**config.mk**
```make
export PLATFORM = sky130hd
export DESIGN_NAME = march_memory_bist_sequencer
export DESIGN_NICKNAME = d
export VERILOG_FILES = /design/src/sv/mbist_pkg.sv /design/src/sv/mbist_regs.sv /design/src/sv/mbist_seq.sv /design/src/sv/march_memory_bist_sequencer.sv
export SDC_FILE = /design/constraint.sdc
export NUM_CORES = 1
export LEC_CHECK = 0
export ABC_CLOCK_PERIOD_IN_PS = 5600
export BUFFER_PORTS_ARGS = -buffer_cell sky130_fd_sc_hd__buf_2
export CORE_ASPECT_RATIO = 1.2
export CORE_MARGIN = 5
export CORE_UTILIZATION = 55
export CTS_CLUSTER_SIZE = 20
export DETAILED_ROUTE_END_ITERATION = 7
export MAX_ROUTING_LAYER = met4
export PLACE_DENSITY = 0.83
export SLEW_MARGIN = 20
export SYNTH_ARGS = -nofsm -noshare
export SYNTH_HDL_FRONTEND = slang
export SYNTH_SLANG_ARGS = --single-unit
```
**constraint.sdc**
```tcl
create_clock -name i_clk -period 5.6 [get_ports i_clk]
set_input_delay 0 -clock i_clk [delete_from_list [all_inputs] [get_ports i_clk]]
set_output_delay 0 -clock i_clk [all_outputs]
set_load 0.1 [all_outputs]
```
**src/sv/mbist_pkg.sv**
```systemverilog
// Shared types and constants for the March memory BIST sequencer.
// Holds the configuration bundle, access codes and register map.
// Depends on nothing; every other file imports it.
package mbist_pkg;

    // Kind of memory access issued with each result transfer.
    typedef enum logic [1:0] {
        ACC_NONE  = 2'd0,
        ACC_READ  = 2'd1,
        ACC_WRITE = 2'd2
    } t_access_kind;

    // Input operation codes.
    localparam logic OP_START = 1'b0;
    localparam logic OP_NEXT  = 1'b1;

    // Register indexes on the configuration port (byte address = 4 * index).
    localparam logic [1:0] REG_BASE    = 2'd0;
    localparam logic [1:0] REG_COUNT   = 2'd1;
    localparam logic [1:0] REG_PATTERN = 2'd2;

    // Register reset values.
    localparam logic [31:0] RST_BASE    = 32'h0000_0000;
    localparam logic [31:0] RST_COUNT   = 32'd1024;
    localparam logic [31:0] RST_PATTERN = 32'h5555_5555;

    // Current configuration as seen by the sequencer.
    typedef struct packed {
        logic [31:0] base_address;
        logic [31:0] word_count;
        logic [31:0] background_pattern;
    } t_cfg;

endpackage

```
**src/sv/mbist_regs.sv**
```systemverilog
// Configuration register file of the March BIST sequencer, on an APB-style port.
// Depends on mbist_pkg for the register map, reset values and the t_cfg bundle.
module mbist_regs (
    input  logic              i_clk,
    input  logic              i_rst_n,
    input  logic              psel,
    input  logic              penable,
    input  logic              pwrite,
    input  logic [3:0]        paddr,
    input  logic [31:0]       pwdata,
    output logic [31:0]       prdata,
    output logic              pready,
    output mbist_pkg::t_cfg   o_cfg
);
    import mbist_pkg::*;

    logic [31:0] r_base;
    logic [31:0] r_count;
    logic [31:0] r_pattern;
    logic        wr_en;
    logic [1:0]  reg_idx;

    // The port never inserts wait states.
    assign pready  = 1'b1;
    assign wr_en   = psel && penable && pwrite && pready;
    assign reg_idx = paddr[3:2];

    // Register writes in the access phase of a write transfer.
    always_ff @(posedge i_clk) begin
        if (!i_rst_n) begin
            r_base    <= RST_BASE;
            r_count   <= RST_COUNT;
            r_pattern <= RST_PATTERN;
        end else if (wr_en) begin
            case (reg_idx)
                REG_BASE:    r_base    <= pwdata;
                REG_COUNT:   r_count   <= pwdata;
                REG_PATTERN: r_pattern <= pwdata;
                default: ;
            endcase
        end
    end

    // Read data; unmapped addresses read as zero.
    always_comb begin
        case (reg_idx)
            REG_BASE:    prdata = r_base;
            REG_COUNT:   prdata = r_count;
            REG_PATTERN: prdata = r_pattern;
            default:     prdata = 32'h0;
        endcase
    end

    assign o_cfg.base_address       = r_base;
    assign o_cfg.word_count         = r_count;
    assign o_cfg.background_pattern = r_pattern;

endmodule

```
**src/sv/mbist_seq.sv**
```systemverilog
// March test sequencer: input register, next-access logic and result register.
// Depends on mbist_pkg for access codes, operation codes and the t_cfg bundle.
module mbist_seq (
    input  logic              i_clk,
    input  logic              i_rst_n,
    input  mbist_pkg::t_cfg   i_cfg,
    input  logic              i_valid,
    output logic              o_ready,
    input  logic              i_op,
    input  logic [31:0]       i_read_value,
    input  logic              i_access_ok,
    output logic              o_valid,
    input  logic              i_ready,
    output logic [1:0]        o_access_kind,
    output logic [31:0]       o_mem_address,
    output logic [31:0]       o_write_value,
    output logic              o_done_res,
    output logic              o_passed
);
    import mbist_pkg::*;

    // March elements; ELEM_DONE marks a finished or aborted test.
    typedef enum logic [2:0] {
        ELEM_W_X_DN  = 3'd0,
        ELEM_UP_X_Y  = 3'd1,
        ELEM_UP_Y_X  = 3'd2,
        ELEM_DN_X_Y  = 3'd3,
        ELEM_DN_Y_X  = 3'd4,
        ELEM_DONE    = 3'd5
    } t_elem;

    // Input register.
    logic         r_in_valid;
    logic         r_op;
    logic [31:0]  r_rd;
    logic         r_ok;

    // Sequencer state.
    logic         r_running;
    t_elem        r_elem;
    logic [1:0]   r_step;
    logic [31:0]  r_addr;
    logic [31:0]  r_exp;
    logic         r_pend;
    logic         r_fail;

    // Result register.
    logic         r_out_valid;
    t_access_kind r_kind;
    logic [31:0]  r_maddr;
    logic [31:0]  r_wval;
    logic         r_done;
    logic         r_pass;

    // Next values.
    logic         n_running;
    t_elem        n_elem;
    logic [1:0]   n_step;
    logic [31:0]  n_addr;
    logic [31:0]  n_exp;
    logic         n_pend;
    logic         n_fail;
    t_access_kind n_kind;
    logic [31:0]  n_maddr;
    logic [31:0]  n_wval;
    logic         n_done;
    logic         n_pass;

    logic         proc;
    logic         issue;
    logic [31:0]  last_addr;
    logic         desc;
    logic [31:0]  loop_end;
    logic [31:0]  pat_x;
    logic [31:0]  pat_y;
    logic [31:0]  first_val;
    logic [31:0]  second_val;

    function automatic t_elem elem_after(input t_elem e);
        case (e)
            ELEM_W_X_DN: elem_after = ELEM_UP_X_Y;
            ELEM_UP_X_Y: elem_after = ELEM_UP_Y_X;
            ELEM_UP_Y_X: elem_after = ELEM_DN_X_Y;
            ELEM_DN_X_Y: elem_after = ELEM_DN_Y_X;
            default:     elem_after = ELEM_DONE;
        endcase
    endfunction

    function automatic logic elem_desc(input t_elem e);
        elem_desc = (e == ELEM_W_X_DN) || (e == ELEM_DN_X_Y) || (e == ELEM_DN_Y_X);
    endfunction

    // The buffered item moves on when the result register is free or being drained.
    assign proc    = r_in_valid && (!r_out_valid || i_ready);
    assign o_ready = !r_in_valid || proc;

    assign last_addr = i_cfg.base_address + i_cfg.word_count - 32'd1;
    assign desc      = elem_desc(r_elem);
    assign loop_end  = desc ? i_cfg.base_address : last_addr;
    assign pat_x     = i_cfg.background_pattern;
    assign pat_y     = ~i_cfg.background_pattern;

    // Step the march sequence by one access, then select the access to issue.
    always_comb begin
        n_running = r_running;
        n_elem    = r_elem;
        n_step    = r_step;
        n_addr    = r_addr;
        n_exp     = r_exp;
        n_pend    = r_pend;
        n_fail    = r_fail;
        issue     = 1'b0;
        n_done    = 1'b0;
        n_pass    = 1'b0;

        if (r_op == OP_START) begin
            n_running = 1'b1;
            n_fail    = 1'b0;
            n_elem    = ELEM_W_X_DN;
            n_step    = 2'd0;
            n_addr    = last_addr;
            issue     = 1'b1;
        end else if (!r_running) begin
            n_done = (r_elem == ELEM_DONE);
            n_pass = (r_elem == ELEM_DONE) && !r_fail;
        end else if (!r_ok || (r_pend && (r_rd != r_exp))) begin
            n_running = 1'b0;
            n_fail    = 1'b1;
            n_pend    = 1'b0;
            n_elem    = ELEM_DONE;
            n_done    = 1'b1;
        end else if ((r_elem != ELEM_W_X_DN) && (r_step < 2'd2)) begin
            n_step = r_step + 2'd1;
            issue  = 1'b1;
        end else begin
            n_step = 2'd0;
            if (r_addr != loop_end) begin
                n_addr = desc ? (r_addr - 32'd1) : (r_addr + 32'd1);
                issue  = 1'b1;
            end else if (r_elem == ELEM_DN_Y_X) begin
                // Last element finished without fault.
                n_running = 1'b0;
                n_pend    = 1'b0;
                n_elem    = ELEM_DONE;
                n_done    = 1'b1;
                n_pass    = 1'b1;
            end else begin
                n_elem = elem_after(r_elem);
                n_addr = elem_desc(elem_after(r_elem)) ? last_addr : i_cfg.base_address;
                issue  = 1'b1;
            end
        end

        // Access selection from the new element, micro step and address.
        first_val  = ((n_elem == ELEM_UP_X_Y) || (n_elem == ELEM_DN_X_Y)) ? pat_x : pat_y;
        second_val = ((n_elem == ELEM_UP_X_Y) || (n_elem == ELEM_DN_X_Y)) ? pat_y : pat_x;
        n_kind     = ACC_NONE;
        n_maddr    = 32'h0;
        n_wval     = 32'h0;
        if (issue) begin
            n_maddr = n_addr;
            if (n_elem == ELEM_W_X_DN) begin
                n_kind = ACC_WRITE;
                n_wval = pat_x;
                n_pend = 1'b0;
            end else if (n_step == 2'd1) begin
                n_kind = ACC_WRITE;
                n_wval = second_val;
                n_pend = 1'b0;
            end else begin
                n_kind = ACC_READ;
                n_exp  = (n_step == 2'd0) ? first_val : second_val;
                n_pend = 1'b1;
            end
        end
    end

    // Input register: holds one item until the result side can take it.
    always_ff @(posedge i_clk) begin
        if (!i_rst_n) begin
            r_in_valid <= 1'b0;
        end else if (i_valid && o_ready) begin
            r_in_valid <= 1'b1;
        end else if (proc) begin
            r_in_valid <= 1'b0;
        end
    end

    always_ff @(posedge i_clk) begin
        if (i_valid && o_ready) begin
            r_op <= i_op;
            r_rd <= i_read_value;
            r_ok <= i_access_ok;
        end
    end

    // Sequencer state, result valid and result payload.
    always_ff @(posedge i_clk) begin
        if (!i_rst_n) begin
            r_running   <= 1'b0;
            r_elem      <= ELEM_W_X_DN;
            r_step      <= 2'd0;
            r_addr      <= 32'h0;
            r_exp       <= 32'h0;
            r_pend      <= 1'b0;
            r_fail      <= 1'b0;
            r_out_valid <= 1'b0;
            r_kind      <= ACC_NONE;
            r_maddr     <= 32'h0;
            r_wval      <= 32'h0;
            r_done      <= 1'b0;
            r_pass      <= 1'b0;
        end else if (proc) begin
            r_running   <= n_running;
            r_elem      <= n_elem;
            r_step      <= n_step;
            r_addr      <= n_addr;
            r_exp       <= n_exp;
            r_pend      <= n_pend;
            r_fail      <= n_fail;
            r_out_valid <= 1'b1;
            r_kind      <= n_kind;
            r_maddr     <= n_maddr;
            r_wval      <= n_wval;
            r_done      <= n_done;
            r_pass      <= n_pass;
        end else if (i_ready) begin
            r_out_valid <= 1'b0;
        end
    end

    assign o_valid       = r_out_valid;
    assign o_access_kind = r_kind;
    assign o_mem_address = r_maddr;
    assign o_write_value = r_wval;
    assign o_done_res    = r_done;
    assign o_passed      = r_pass;

    // A pending read only exists inside a running test.
    a_pend_running: assert property (@(posedge i_clk) disable iff (!i_rst_n)
        r_pend |-> r_running)
        else $error("read pending while sequencer is not running");

    // A running test never sits in the finished marker.
    a_running_elem: assert property (@(posedge i_clk) disable iff (!i_rst_n)
        r_running |-> (r_elem != ELEM_DONE))
        else $error("running with finished element marker");

    // A start always answers with a write.
    a_start_write: assert property (@(posedge i_clk) disable iff (!i_rst_n)
        (proc && (r_op == OP_START)) |=> (r_kind == ACC_WRITE))
        else $error("start did not issue a write");

    // Idle results carry zero address and data.
    a_idle_zero: assert property (@(posedge i_clk) disable iff (!i_rst_n)
        (r_out_valid && (r_kind == ACC_NONE)) |-> ((r_maddr == 32'h0) && (r_wval == 32'h0)))
        else $error("idle result with nonzero address or data");

    // Done is only reported with no access.
    a_done_idle: assert property (@(posedge i_clk) disable iff (!i_rst_n)
        (r_out_valid && r_done) |-> (r_kind == ACC_NONE))
        else $error("done reported together with an access");

endmodule

```
**src/sv/march_memory_bist_sequencer.sv**
```systemverilog
// March memory BIST sequencer: one accepted transfer in, one memory access out.
// An accepted transfer is registered in the input register; its result is then registered
// in the result register once that is free or drained; next-access logic is combinational.
// Throughput: one transfer per cycle while the result side does not stall.
// Reset (synchronous, active low) clears the sequencer to idle and loads register defaults.
module march_memory_bist_sequencer (
    input  logic        i_clk,
    input  logic        i_rst_n,
    input  logic        psel,
    input  logic        penable,
    input  logic        pwrite,
    input  logic [3:0]  paddr,
    input  logic [31:0] pwdata,
    output logic [31:0] prdata,
    output logic        pready,
    input  logic        i_valid,
    output logic        o_ready,
    input  logic        i_op,
    input  logic [31:0] i_read_value,
    input  logic        i_access_ok,
    output logic        o_valid,
    input  logic        i_ready,
    output logic [1:0]  o_access_kind,
    output logic [31:0] o_mem_address,
    output logic [31:0] o_write_value,
    output logic        o_done_res,
    output logic        o_passed
);
    import mbist_pkg::*;

    t_cfg cfg;

    // Configuration registers.
    mbist_regs u_regs (
        .i_clk   (i_clk),
        .i_rst_n (i_rst_n),
        .psel    (psel),
        .penable (penable),
        .pwrite  (pwrite),
        .paddr   (paddr),
        .pwdata  (pwdata),
        .prdata  (prdata),
        .pready  (pready),
        .o_cfg   (cfg)
    );

    // Sequencer datapath.
    mbist_seq u_seq (
        .i_clk         (i_clk),
        .i_rst_n       (i_rst_n),
        .i_cfg         (cfg),
        .i_valid       (i_valid),
        .o_ready       (o_ready),
        .i_op          (i_op),
        .i_read_value  (i_read_value),
        .i_access_ok   (i_access_ok),
        .o_valid       (o_valid),
        .i_ready       (i_ready),
        .o_access_kind (o_access_kind),
        .o_mem_address (o_mem_address),
        .o_write_value (o_write_value),
        .o_done_res    (o_done_res),
        .o_passed      (o_passed)
    );

endmodule

```
After elaboration in Yosys (flattened, before gate mapping)
Cells that the tools add are included. W data, S select, Z words.

Flip-flop bits (word level): 272. Bits of input ports: 77. Output and inout bits: 103.

$add $sub $neg: 5. $lt $le $gt $ge: 1. Equality and inequality tests: 18. Multiplexer cells: 68. Bitwise gates (word level): 3. Reduce and logical (&&, ||, !) cells: 36.

Operator list (number): $mux W32 (16); $pmux W32 S3 (1); $ne A32 B32 Y1 (2); $sub A32 B1 Y32 const B (2); $mux W3 (12); $add A32 B1 Y32 const B (1); $add A32 B32 Y32 (1); $not A32 Y32 (1); $mux W1 (31); $mux W2 (7); $eq A3 B2 Y1 const B (4); $pmux W3 S4 (1); $eq A3 B3 Y1 const B (3); $logic_not A3 Y1 (3); $logic_or A1 B1 Y1 (8); $reduce_bool A2 Y1 (4); $logic_and A1 B1 Y1 (7); $eq A3 B1 Y1 const B (2); $ne A3 B1 Y1 const B (2); $reduce_and A2 Y1 (3); $reduce_and A6 Y1 (1); $reduce_bool A3 Y1 (2); $eq A2 B1 Y1 const B (2); $logic_not A1 Y1 (4); 8 further kinds (11).

Longest topological paths before layout
Gate-level depths: netlist of the first run.

Depth after elaboration: 21. Depth in mapped cells: 22. Mapped depth without buffers: 20.

Hierarchy
From an unflattened synthesis of the first run, not the netlist that was laid out.

Cells, all modules: 2284. Area, all modules: 18934.4 um^2.

Modules (own cells, without submodules): mbist_seq (times used 1, cells an instance 1804, area an instance 14606.5 um^2); mbist_regs (times used 1, cells an instance 480, area an instance 4327.9 um^2).

Least setup slack after synthesis of the first run
Ideal clock, no wire load.

Kind: register -> register. Start point: register u_seq.r_elem[0]. End point: register u_seq.r_maddr[31] (netlist: u_seq.o_mem_address[31]). Arrival: 5.805 ns. Setup slack: -0.334 ns. Cell stages (with the launch flop): 22. Path buffers: 4. Period minus slack after synthesis: 5.934 ns. Cells stage by stage: dfxtp_1 > buf_2 > or2_1 > clkbuf_1 > nand2_2 > clkbuf_1 > clkbuf_1 > ha_1 > a21o_1 > a21oi_1 > o21ai_0 > a221o_1 > a31o_2 > a2111oi_1 > o21ai_0 > a311o_1 > a21oi_1 > o21bai_1 > a311oi_1 > xnor2_1 > a211oi_1 > nor4_1.

Word-level cells in the longest chain between the ends: 19. Elaborated cells on any way between the ends: 38. Classes of those cells: 7 x eq/ne; 23 x mux; 8 x reduce/logical.

Ends and longest elaborated chain: from (decl) (line mbist_seq.sv:40) `t_elem r_elem;`; from (signal assigned) (line mbist_seq.sv:215) `r_elem <= n_elem;`; $eq A3 B2 Y1 (tied with other cells) (line mbist_seq.sv:80, mbist_seq.sv:90); $pmux W3 S4 (line mbist_seq.sv:80) `case (e)`; $mux W3 (line mbist_seq.sv:140) `end else if (r_elem == ELEM_DN_Y_X) begin`; $mux W3 (line mbist_seq.sv:137) `if (r_addr != loop_end) begin`; $mux W3 (line mbist_seq.sv:132) `end else if ((r_elem != ELEM_W_X_DN) && (r_step < 2'd2)) begin`; $mux W3 (line mbist_seq.sv:126) `end else if (!r_ok || (r_pend && (r_rd != r_exp))) begin`; $mux W3 (line mbist_seq.sv:123) `end else if (!r_running) begin`; $mux W3 (line mbist_seq.sv:116) `if (r_op == OP_START) begin`; (+3 left out); $mux W32 (line mbist_seq.sv:149) `n_addr = elem_desc(elem_after(r_elem)) ? last_addr : i_cfg.base_address;`; $mux W32 (line mbist_seq.sv:140); $mux W32 (line mbist_seq.sv:137); $mux W32 (line mbist_seq.sv:132); $mux W32 (line mbist_seq.sv:126); $mux W32 (line mbist_seq.sv:123); $mux W32 (line mbist_seq.sv:116); $mux W32 (*) (line mbist_seq.sv:160) `if (issue) begin`; to (signal assigned) (line mbist_seq.sv:223) `r_maddr <= n_maddr;`; to (decl) (line mbist_seq.sv:50) `logic [31:0] r_maddr;`.

Mark *: on every way between the ends. The rest lies on a longest branch, timed or not. The select of a mux whose other input is x is not followed. A chain may end at the register's enable or synchronous reset.

Worst setup path in the final report of the first run
Start point: register u_seq.r_elem[1]. End point: register u_seq.r_maddr[31] (netlist: u_seq.o_mem_address[31]).

Same word-level chain as after synthesis.

==> results_dict.tcl, run 1 <==
set metrics [dict create \
    netlist_top_cells_area "dfxtp_1 26%, nand2_1 7.5%, ha_1 6.2%" \
    fin_nets 2834 \
    pin_count 180 \
    synthCells 2336 \
    dieWidth_um 177 \
    critPathRequiredTime_ns 6.01 \
    grt_antenna_before_repair 2 \
    cts_max_level 1 \
    drive_gt1_share_pct 20.8 \
    hold_path_class "in -> reg" \
    maxCapViolCount 0 \
    violations "DRC" \
    critPathKind "reg -> reg" \
    p_per_area_nw_per_um2 258 \
    numCtsBuffers 29 \
    async_flop_share_pct 0 \
    finClkSkew_ns 0.0272 \
    ys_seq_area_share_pct 31.3 \
    grt_pass1_vias 19900 \
    start_util_pct 55.7 \
    syn-cell-area_um2 18500 \
    vdd_ir_drop_max_uv 235 \
    worstPathArrival_ns 5.92 \
    end_kind "register" \
    worst_pin_slew_ns 0.947 \
    cts_root_buffer "clkbuf_16" \
    yosysMostFrequentCell "nand2_1" \
    synth_flop_cell "dfxtp_1" \
    ant_nets 0 \
    port_buffers 176 \
    fmax_mhz 182 \
    p_leak_uw 0.00996 \
    grt_max_degree 79 \
    routedWlPerCell_um 25.5 \
    use_met2_pct 67.3 \
    core_area_um2 33200 \
    post_synth.cell_area_avg_um2 7.90 \
    drt_wl_total_mm 80.0 \
    final_util_pct 69.2 \
    rows 73 \
    vias 20400 \
    die_h_um 211 \
    start_kind "register" \
    finalHoldViolCount 0 \
    slew_headroom_pct 36.3 \
    synth_cell_type_count 94 \
    cts.clk_slew.worst_paths_ns 0.07 \
    use_met1_pct 48.3 \
    clockBufferDepth 3 \
    grt-busiest-layer "met2" \
    cts_sinks 272 \
    ys_warn_count 0 \
    instances_no_fill 3138 \
    path_max_fanout 12 \
    synth_edf_count 34 \
    drc 23 \
    fin_crit_sh_pct 98.3 \
    filler_cell_count 2452 \
    cts_tree "yes" \
    insertion_delay_ns 0.57 \
    setup_viol 0 \
    drt_iter0_markers 2716 \
    slew_violations 0 \
    place_inst 3006 \
    synth-seq-cells 272 \
    synth_area_leader_cell "dfxtp_1" \
    hpwl_mm 54.9 \
    area_delta_synth_final_pct 24.3 \
    dieArea_um2 37300 \
    yosysTopAreaCellShare_pct 25.8 \
    synthTopCellsByCount "371 x nand2_1, 238 x dfxtp_1, 192 x a21oi_1" \
    mappedNetlistNets 2506 \
    status "finished with violations" \
    viasPerCell 6.50 \
    grtUsageTotal_pct 42.0 \
    use_met3_pct 7.86 \
    gp_congestion 1.10 \
    drt_pass1_iterations 8 \
    min_period_ns 5.50 \
    grt_first_pass_wirelength_mm 119 \
    overflow 0 \
]
## report_power, final
| part | switching (uW) | internal (uW) | leakage [uW] |
|---|---|---|---|
| Sequential | 78.6 | 2040 | 0.00226 |
| Combinational | 1100 | 631 | 0.00722 |
| Clock | 888 | 1180 | 0.000480 |
## registers in the layout, summed over array words and instances (netlist names), 2 cells and up
register	count
u_seq.o_mem_address	32
u_seq.r_exp	32
u_seq.r_elem	3
u_seq.o_write_value	32
u_seq.o_access_kind	2
u_regs.r_base	32
u_regs.r_pattern	32
u_regs.r_count	32
u_seq.r_rd	32
u_seq.r_step	2
u_seq.r_addr	32
## metal layers
layer  vias to the layer above  routed length, um  share of wire (%)
met3                       472               8140                 10
li1                       8893                  -                  -
met2                      1481              36400                 45
met1                      9547              28400                 36
met5                         -                  0                  0
met4                         0               7030                8.8
## path summary, 6_finish.rpt
| kind | from | to | slack [ns] | cells past startpoint |
|---|---|---|---|---|
| setup / recovery | u_seq.r_elem[1]$_SDFFE_PN0P_ | u_seq.o_mem_address[31]$_SDFFE_PN0P_ | 0.1 | 19 |
| hold / removal | penable | u_regs.r_pattern[17]$_SDFFE_PN0P_ | 0.10 | 5 |
| setup reg to reg | u_seq.r_elem[1]$_SDFFE_PN0P_ | u_seq.o_mem_address[31]$_SDFFE_PN0P_ | 0.1 | 19 |
| hold reg to reg | u_seq.o_mem_address[6]$_SDFFE_PN0P_ | u_seq.o_mem_address[6]$_SDFFE_PN0P_ | 0.47 | 2 |
## worst max-delay path, stage by stage (launching register included)
cell and delay [ns]:
dfxtp_1 0.53, nand3b_1 0.25, nand2_2 0.22, ha_1 0.26, a21o_1 0.19, a21oi_1 0.22, o21ai_0 0.17, a221o_1 0.33
a31o_2 0.28, a2111oi_1 0.62, buf_4 0.24, o21ai_0 0.14, a311o_1 0.35, a21oi_1 0.20, o21bai_1 0.12, a311oi_1 0.30
buf_4 0.19, xnor2_1 0.07, a211oi_1 0.56, nor4_1 0.12
## kinds of logic after synthesis
group / synth area share, %
fa+ha+maj: 6.38
simple gates: 17.3
buf+inv: 7.02
flops: 31.3
other cells: 0.0203
xor+xnor: 10.2
compound gates: 25.1
mux: 2.62
## cells in the final DEF, fill, tap and decap left out, types with 9 or more instances in the layout
cell and instances:
a21oi_2 31, a211o_1 12, inv_1 148, nand2b_1 11
ha_1 91, a21oi_1 191, dfxtp_1 238, nor2b_1 10
buf_12 12, a211oi_1 64, o21a_1 11, nor2_1 128
nor4_1 19, a22oi_1 9, o211ai_1 11, dlygate4sd3_1 73
a21o_1 22, clkbuf_16 31, nand2_1 370, xnor2_2 30
a31oi_1 24, o21ai_0 165, mux2i_1 46, nand4_1 16
xor2_1 100, buf_4 201, xnor2_1 55, and2_1 15
nand3_1 46, edfxtp_1 34, a32o_1 31, nor3_1 17
buf_2 175, o22ai_1 18, and3_1 18
## stage by stage
| stage | TNS [ns] | instance area, um2 | setup slack (ns) | power [uW] | hold WS [ns] |
|---|---|---|---|---|---|
| final | 0 | 22900 | 0.0957 | 5920 | 0.102 |
| after CTS | 0 | 22700 | 0.000643 | 5820 | 0.0584 |
| after global placement | -5.86 | 21000 | -0.121 | 3740 | 0.177 |
| after floorplan | 0 | 18500 | 0.133 | 3180 | 0.0989 |
| after global routing | -0.0194 | 22900 | -0.0190 | 6090 | 0.129 |
| after detailed placement | -11.79 | 21000 | -0.225 | 3760 | 0.178 |
## repair_timing
action	4_1_cts	5_1_grt
hold endpoints to repair	149	0
hold buffers	73	0
pin swaps	1	5
resized for setup	3	23
setup endpoints to repair	87	100
gates cloned	1	1
buffers inserted	1	1
## cell type report
class                   instances  area, um2  share of cell area (%)
well taps                     450        563                    2.45
multi-input cells            1746      11600                    50.6
clock buffers                  33        762                    3.32
repair buffers                464       3420                    14.9
clock inverters                20        235                    1.03
flip-flops and latches        272       5790                    25.2
inverters                     151        569                    2.48
diodes                          2       5.00                  0.0218
No activity file was read; power rests on OpenSTA's default activity.
==> inputs of run 2 (changes only) <==
--- a/config.mk
+++ b/config.mk
@@ -9,11 +9,11 @@
 export BUFFER_PORTS_ARGS = -buffer_cell sky130_fd_sc_hd__buf_2
 export CORE_ASPECT_RATIO = 1.2
 export CORE_MARGIN = 5
-export CORE_UTILIZATION = 55
+export CORE_UTILIZATION = 40
 export CTS_CLUSTER_SIZE = 20
 export DETAILED_ROUTE_END_ITERATION = 7
 export MAX_ROUTING_LAYER = met4
-export PLACE_DENSITY = 0.83
+export PLACE_DENSITY = 0.65
 export SLEW_MARGIN = 20
 export SYNTH_ARGS = -nofsm -noshare
 export SYNTH_HDL_FRONTEND = slang
==> results_dict.tcl, run 2 (synthesis results as in run 1) <==
set metrics [dict create \
    grtUsageTotal_pct 30.5 \
    routedWlPerCell_um 23.1 \
    start_kind "register" \
    path_max_fanout 13 \
    grt_max_degree 83 \
    hold_path_class "in -> reg" \
    worst_pin_slew_ns 0.995 \
    viasPerCell 5.69 \
    critPathKind "reg -> reg" \
    overflow 0 \
    p_per_area_nw_per_um2 255 \
    seq_area_um2 5790 \
    multiInputGateArea_um2 11700 \
    hpwl_mm 59.8 \
    end_kind "register" \
    port_buffers 176 \
    cts_max_level 1 \
    numCtsBuffers 31 \
    reg2reg_from "u_regs.r_count[1]$_SDFFE_PN0P_" \
    setup_viol 0 \
    worstPathArrival_ns 6.00 \
    slew_violations 0 \
    insertion_delay_ns 0.61 \
    dp_slack_ns -0.472 \
    dieWidth_um 206 \
    fmax_mhz 183 \
    ant_nets 0 \
    drt_wl_total_mm 78.3 \
    slew_headroom_pct 33.5 \
    drt_pass1_iterations 6 \
    status "complete, no violations" \
    cts_tree "yes" \
    area_delta_synth_final_pct 28.7 \
    grt_first_pass_wirelength_mm 117 \
    power_uw 6070 \
    drive_gt1_share_pct 23.2 \
    start_util_pct 40.3 \
    finClkSkew_ns 0.0334 \
    placed_area_um2 21700 \
    min_period_ns 5.46 \
    fin_crit_sh_pct 97.4 \
    vias 19200 \
    fin_area_um2 23800 \
    instances_no_fill 3381 \
    fin_setup_tns_ns 0 \
    critPathRequiredTime_ns 6.14 \
    filler_cell_count 4360 \
    drc 0 \
    grt_pass1_vias 18900 \
    cts.clk_slew.worst_paths_ns 0.06 \
    cp-startpoint "u_regs.r_count[1]$_SDFFE_PN0P_" \
    p_leak_uw 0.0103 \
    core_area_um2 45800 \
    finalHoldViolCount 0 \
    grt_antenna_before_repair 1 \
    pin_count 180 \
    clockBufferDepth 3 \
    vdd_ir_drop_max_uv 264 \
    die_h_um 245 \
    rows 86 \
    min_from "penable" \
    dieArea_um2 50600 \
    layout_commonest_cell "nand2_1" \
    cts_sinks 272 \
    fin_ws_ns 0.144 \
    place_inst 3242 \
    fin_nets 2908 \
    final_cell_mix "371 x nand2_1, 277 x buf_4, 238 x dfxtp_1" \
    maxCapViolCount 0 \
    gp_congestion 1.03 \
    drt_iter0_markers 1737 \
    cts_root_buffer "clkbuf_16" \
]
-- run 2: cell count changes in the layout (fill, tap and decap cells not counted), moves of 3 or more --
cell      change
buf_4        +76
a211oi_2      +5
buf_12        -5
clkinv_4      -3
clkbuf_8      +9
a21oi_2       +3
clkinv_1      -3
a211oi_1      -4
clkbuf_1      +5
a21oi_1       -3
-- run 2: repair_timing --
| item | in CTS | in global routing |
|---|---|---|
| pin swaps | 7 | 11 |
| gates cloned | 2 | 0 |
| hold endpoints to repair | 144 | 0 |
| resized for setup | 19 | 26 |
| setup endpoints to repair | 131 | 117 |
| hold buffers | 74 | 0 |
| setup buffers | 4 | 0 |
-- run 2: layer usage --
layer  wire length, um  global-route usage (%)  vias up
met1             32800                    38.4     9200
met3              4630                    2.97      175
met2             36800                    50.5      819
li1                  -                       -     9048
met5                 0                       -        -
met4              4030                    12.2        0
-- run 2: path summary, 6_finish.rpt --
kind                                                          end  slack [ns]  cells after the start
worst max-delay path                 u_seq.r_exp[25]$_SDFFE_PN0P_        0.14                     26
worst min-delay path            u_regs.r_pattern[29]$_SDFFE_PN0P_        0.06                      5
worst max register to register       u_seq.r_exp[25]$_SDFFE_PN0P_        0.14                     26
worst min register to register      u_seq.o_done_res$_SDFFE_PN0P_        0.45                      2
-- run 2: final cells by class --
type | count | area share, %
repair buffers | 536 | 16.4
multi-input cells | 1746 | 49.1
inverters | 151 | 2.40
diodes | 2 | 0.0211
well taps | 616 | 3.24
clock inverters | 10 | 0.526
clock buffers | 48 | 3.91
flip-flops and latches | 272 | 24.3
-- run 2: worst max-delay path, stage by stage, from the launching register on --
cell and delay (ns):
dfxtp_1 0.35, inv_1 0.06, ha_1 0.27, inv_1 0.04
ha_2 0.18, inv_1 0.07, fa_2 0.23, nor2b_4 0.06
o211a_4 0.27, buf_4 0.15, o311a_4 0.38, buf_4 0.15
or4_1 0.42, o211ai_2 0.13, mux2_2 0.37, a22oi_2 0.20
buf_4 0.15, a2111o_1 0.19, nor2_2 0.07, buf_4 0.15
a31o_2 0.24, or2_1 0.26, a311oi_4 0.26, buf_6 0.17
bufbuf_16 0.28, o21ai_0 0.13, a21oi_2 0.16
-- run 2: stage by stage --
step	hold WS (ns)	utilization [%]
after floorplan	0.0989	-
after global placement	0.178	47.2
after detailed placement	0.178	47.2
after CTS	0.0426	51.6
after global routing	0.0904	51.8
final	0.0639	51.8
-- run 2: power by group --
group / switching, uW / leakage, uW / internal [uW] / total [uW]
clock: 897 / 0.000519 / 1240 / 2130
sequential: 72.6 / 0.00226 / 2040 / 2120
combinational: 1150 / 0.00753 / 674 / 1820
